`src/sv/rsp_pkg.sv`:
```
package rsp_pkg;

  localparam int unsigned BufferCount     = 8;
  localparam int unsigned SectorSize      = 512;
  localparam int unsigned FrameHeaderSize = 12;
  localparam int unsigned BlockHeaderSize = 8;
  localparam int unsigned RecBase         = FrameHeaderSize + BlockHeaderSize;
  localparam int unsigned QueueDepth      = 2;

  typedef enum logic [1:0] {
    KIND_RECORD  = 2'd0,
    KIND_POP     = 2'd1,
    KIND_DISCARD = 2'd2,
    KIND_UNUSED  = 2'd3
  } kind_e;

  typedef enum logic [2:0] {
    ST_STORED    = 3'd0,
    ST_PUBLISHED = 3'd1,
    ST_DROPPED   = 3'd2,
    ST_CLOSED    = 3'd3,
    ST_DECIMATED = 3'd4,
    ST_WORD      = 3'd5,
    ST_EMPTY     = 3'd6,
    ST_DISCARDED = 3'd7
  } status_e;

  typedef enum logic [2:0] {
    REG_ENABLE     = 3'd0,
    REG_STREAM_TAG = 3'd1,
    REG_REC_BYTES  = 3'd2,
    REG_REC_PER    = 3'd3,
    REG_MIN_GAP    = 3'd4,
    REG_BLOCK_TYPE = 3'd5,
    REG_SENTINEL   = 3'd6,
    REG_NONE       = 3'd7
  } reg_e;

  // one queued command, front to back
  typedef struct packed {
    kind_e          kind;
    logic [31:0]    time_stamp;
    logic [255:0]   rec;
  } cmd_t;

endpackage

```
`src/sv/rsp_front.sv`:
```
module rsp_front
  import rsp_pkg::*;
(
  input  logic        clk_i,
  input  logic        rst_ni,
  input  logic        in_valid_i,
  output logic        in_ready_o,
  input  logic [1:0]  kind_i,
  input  logic [31:0] time_stamp_i,
  input  logic [63:0] rec_word0_i,
  input  logic [63:0] rec_word1_i,
  input  logic [63:0] rec_word2_i,
  input  logic [63:0] rec_word3_i,
  output logic        q_valid_o,
  input  logic        q_ready_i,
  output cmd_t        q_cmd_o
);

  // small fifo; unused kinds are dropped on entry
  cmd_t             buf_q [QueueDepth];
  logic [0:0]       wp_q, rp_q;
  logic [1:0]       cnt_q;
  logic             push, pop;
  cmd_t             cmd_in;

  assign cmd_in.kind       = kind_e'(kind_i);
  assign cmd_in.time_stamp = time_stamp_i;
  assign cmd_in.rec        = {rec_word3_i, rec_word2_i, rec_word1_i, rec_word0_i};

  assign in_ready_o = (cnt_q != 2'(QueueDepth));
  assign q_valid_o  = (cnt_q != 2'd0);
  assign q_cmd_o    = buf_q[rp_q];
  assign pop        = q_valid_o && q_ready_i;
  assign push       = in_valid_i && in_ready_o && (kind_e'(kind_i) != KIND_UNUSED);

  always_ff @(posedge clk_i) begin
    if (push) begin
      buf_q[wp_q] <= cmd_in;
    end
  end

  always_ff @(posedge clk_i or negedge rst_ni) begin
    if (!rst_ni) begin
      wp_q  <= '0;
      rp_q  <= '0;
      cnt_q <= '0;
    end else begin
      if (push) wp_q <= wp_q + 1'b1;
      if (pop)  rp_q <= rp_q + 1'b1;
      cnt_q <= cnt_q + 2'(push) - 2'(pop);
    end
  end

endmodule

```
`config.mk`:
```
export PLATFORM = sky130hd
export DESIGN_NAME = rsp_front
export DESIGN_NICKNAME = d
export VERILOG_FILES = /design/src/sv/rsp_pkg.sv /design/src/sv/rsp_front.sv
export SDC_FILE = /design/constraint.sdc
export NUM_CORES = 1
export LEC_CHECK = 0
export ABC_CLOCK_PERIOD_IN_PS = 15400
export BUFFER_PORTS_ARGS = -buffer_cell sky130_fd_sc_hd__buf_4
export CAP_MARGIN = 5
export CORE_ASPECT_RATIO = 0.5
export CORE_MARGIN = 2
export CORE_UTILIZATION = 40
export CTS_BUF_LIST = sky130_fd_sc_hd__clkbuf_2
export CTS_CLUSTER_SIZE = 20
export DETAILED_ROUTE_END_ITERATION = 7
export PLACE_DENSITY = 0.67
export SYNTH_ARGS = -nofsm -noshare
export SYNTH_HDL_FRONTEND = slang
export SYNTH_SLANG_ARGS = --single-unit
```
`constraint.sdc`:
```
create_clock -name clk_i -period 15.4 [get_ports clk_i]
set_input_delay 2.31 -clock clk_i [delete_from_list [all_inputs] [get_ports clk_i]]
set_output_delay 2.31 -clock clk_i [all_outputs]
set_load 0.005 [all_outputs]
```
==> flow_summary.json <==
{
  "area_delta_synth_final_pct": 29.4,
  "antenna_found_initial": 11,
  "hold_violations": 0,
  "tightest_slew_ns": 1.14,
  "setup_viol": 0,
  "clock_latency_ns": 1.02,
  "slowest_stage": "dfrtp_4",
  "period_minus_slack_ns": 5.86,
  "reg2reg_depth": 4,
  "netlist_area_um2": 21300,
  "grt_pass1_wl_um": 75300,
  "drive_gt1_share_pct": 64.2,
  "post_cts_buffers": 0,
  "track_usage_pct": 19.2,
  "arrival_ns": 3.55,
  "seq_power_share_pct": 46.9,
  "placementRows": 59,
  "finalSetupTns_ns": 0,
  "cts.sinks": 584,
  "p_sw_share_pct": 29.5,
  "place_congestion": 0.855,
  "overflow": 0,
  "start_kind": "flop",
  "core_area_um2": 52300,
  "worstPathRequired_ns": 13.09,
  "die_area_um2": 55200,
  "critPathMaxStageDelay_ns": 0.94,
  "mostFrequentLayoutCell": "buf_4",
  "drt-total-wl_um": 54200,
  "yosysWarnings": 0,
  "portBuffers": 585,
  "critPathKind": "reg -> out",
  "ctsLongestPathBuffers": 3,
  "worstPathMaxFanout": 175,
  "cts.repair.resized": 0,
  "yosys-top-cells-area": "edfxtp_1, mux2_2, buf_6, dfrtp_1, xnor2_1",
  "synth_cell_types": 19,
  "crit_buf_inv": 2,
  "path_clk_slew_ns": 0.12,
  "die_h_um": 167,
  "ys_ff_latch": 584,
  "final_util_pct": 52.7,
  "cts_made_buffers": 135,
  "die_x_um": 330,
  "status": "finished with violations",
  "max_freq_mhz": 171,
  "nets": 1919,
  "irDropWorstVdd_mv": 0.168,
  "grt_pass1_vias": 11968,
  "dr.pass1.iters": 7,
  "final_cell_mix": "buf_4, edfxtp_1, mux2_2, clkbuf_2, clkinv_1",
  "fin_crit_sh_pct": 38.1,
  "cp_num_cells": 3,
  "root_buffer": "clkbuf_2",
  "yosysTopAreaCell": "edfxtp_1",
  "initial_utilization_pct": 40.7,
  "syn_area_per_cell_um2": 23.0,
  "min_path_type": "reg -> reg",
  "p_sw_mw": 1.36,
  "maxCapViolations": 0,
  "finalMaxSlewViolations": 0,
  "vias": 11480,
  "p_leak_nw": 10.4,
  "internal_power_mw": 3.25,
  "syn_inst": 926,
  "drc": 4,
  "avgRoutedWirePerCell_um": 22.4,
  "path_cells": "buf_12, mux2_2, buf_4",
  "ant_nets": 0,
  "drt_iter0_markers": 775,
  "slew_headroom_pct": 23.9,
  "power.share.clock_pct": 21.8,
  "hpwl_um": 36800,
  "via_per_inst": 4.75,
  "cts-htree-levels": 4,
  "synth_top_area_share_pct": 81.9,
  "synthesis.nets": 1221,
  "io_pins": 586,
  "grt_max_degree": 176,
  "fin_cells": 2417,
  "pwr-share-comb_pct": 31.4,
  "violations": "DRC",
  "power_density_nw_per_um2": 167,
  "rsz0062_at_grt": "false",
  "crit_family": "flip-flops",
  "hold_depth": 1,
  "dpl_cell_area_um2": 26300,
  "seq_area_frac_synth_pct": 82.3,
  "critPathCaptureType": "output port",
  "ctsHoldBuffers": 0,
  "cts_tree": "built",
  "fin_area_um2": 27500,
  "finalClockSkew_ns": 0.0702,
  "dp_cells": 2188
}
synthesized netlist by cell type:
cell      instances
nand2_1           3
xnor2_1           2
a211oi_1          1
and3_1            1
or2_2             1
a21oi_1           2
o21ai_0           1
buf_6            32
edfxtp_1        580
ha_1              1
nor3_2            1
nor2b_1           1
nor2_1            2
a21boi_2          1
nand2b_1          1
xor2_1            1
mux2_2          290
nand3_1           1
dfrtp_1           4
worst register-to-register path: stages, from the launching register on:
cell	delay, ns
dfrtp_1	0.45
nand2b_1	0.22
and3_4	0.61
buf_4	0.66
buf_4	0.88
area by class of cell:
| cell class | count | area (um^2) |
|---|---|---|
| diodes | 7 | 17.5 |
| clock buffers | 195 | 976 |
| clock inverters | 27 | 230 |
| fillers | 4334 | 24700 |
| multi-input cells | 310 | 3410 |
| flip-flops and latches | 584 | 17500 |
| well taps | 701 | 877 |
| repair buffers | 593 | 4490 |
worst paths after layout:
| path | startpoint | endpoint | slack [ns] |
|---|---|---|---|
| max reg2reg | cnt_q[0]$_DFF_PN0_ | buf_q[1][131]$_DFFE_PP_ | 12.12 |
| min in group asynchronous | rst_ni | cnt_q[1]$_DFF_PN0_ | 1.05 |
| min | wp_q$_DFFE_PN0P_ | wp_q$_DFFE_PN0P_ | 0.57 |
| min reg2reg | wp_q$_DFFE_PN0P_ | wp_q$_DFFE_PN0P_ | 0.57 |
| max | rp_q$_DFFE_PN0P_ | q_cmd_o[237] | 9.54 |
| max in group asynchronous | rst_ni | rp_q$_DFFE_PN0P_ | 14.21 |
power by group through the flow:
stage               clock, mW  combinational [mW]  sequential, mW
floorplan                   0               0.775            2.24
global placement            0                1.47            2.19
detailed placement          0                1.47            2.20
CTS                      1.05                1.47            2.16
global route             1.13                1.53            2.19
finish                   1.00                1.45            2.16
per-layer routing:
layer	vias to the layer above	GRT usage, %	wire (um)
li1	5181	-	-
met3	104	5.82	2830
met2	288	35.3	30700
met1	5903	20.0	19000
met5	-	0	26
met4	4	8.99	1690
cells by family after synthesis:
group | Yosys count | share of synthesized area, %
AO/OA/AOI/OAI | 5 | 0.159
XOR/XNOR | 3 | 0.124
multiplexers | 290 | 15.4
buffers and inverters | 32 | 1.69
AND/OR/NAND/NOR | 11 | 0.276
adder cells (fa/ha/maj) | 1 | 0.0588
flip-flops | 584 | 82.3
state kept, by name (all words and copies together) (netlist names):
| name | count |
|---|---|
| cnt_q | 2 |
| buf_q | 580 |
| rp_q | 1 |
| wp_q | 1 |
through the flow:
stage          setup slack, ns  total power [mW]  hold slack [ns]
2_1_floorplan             4.73              3.02            0.478
5_1_grt                   9.22              4.84            0.610
3_3_place_gp              9.97              3.65            0.543
4_1_cts                   9.38              4.68            0.566
6_report                  9.54              4.61            0.565
3_5_place_dp              9.96              3.67            0.547
Note: power is estimated with default switching activity, not from simulation.
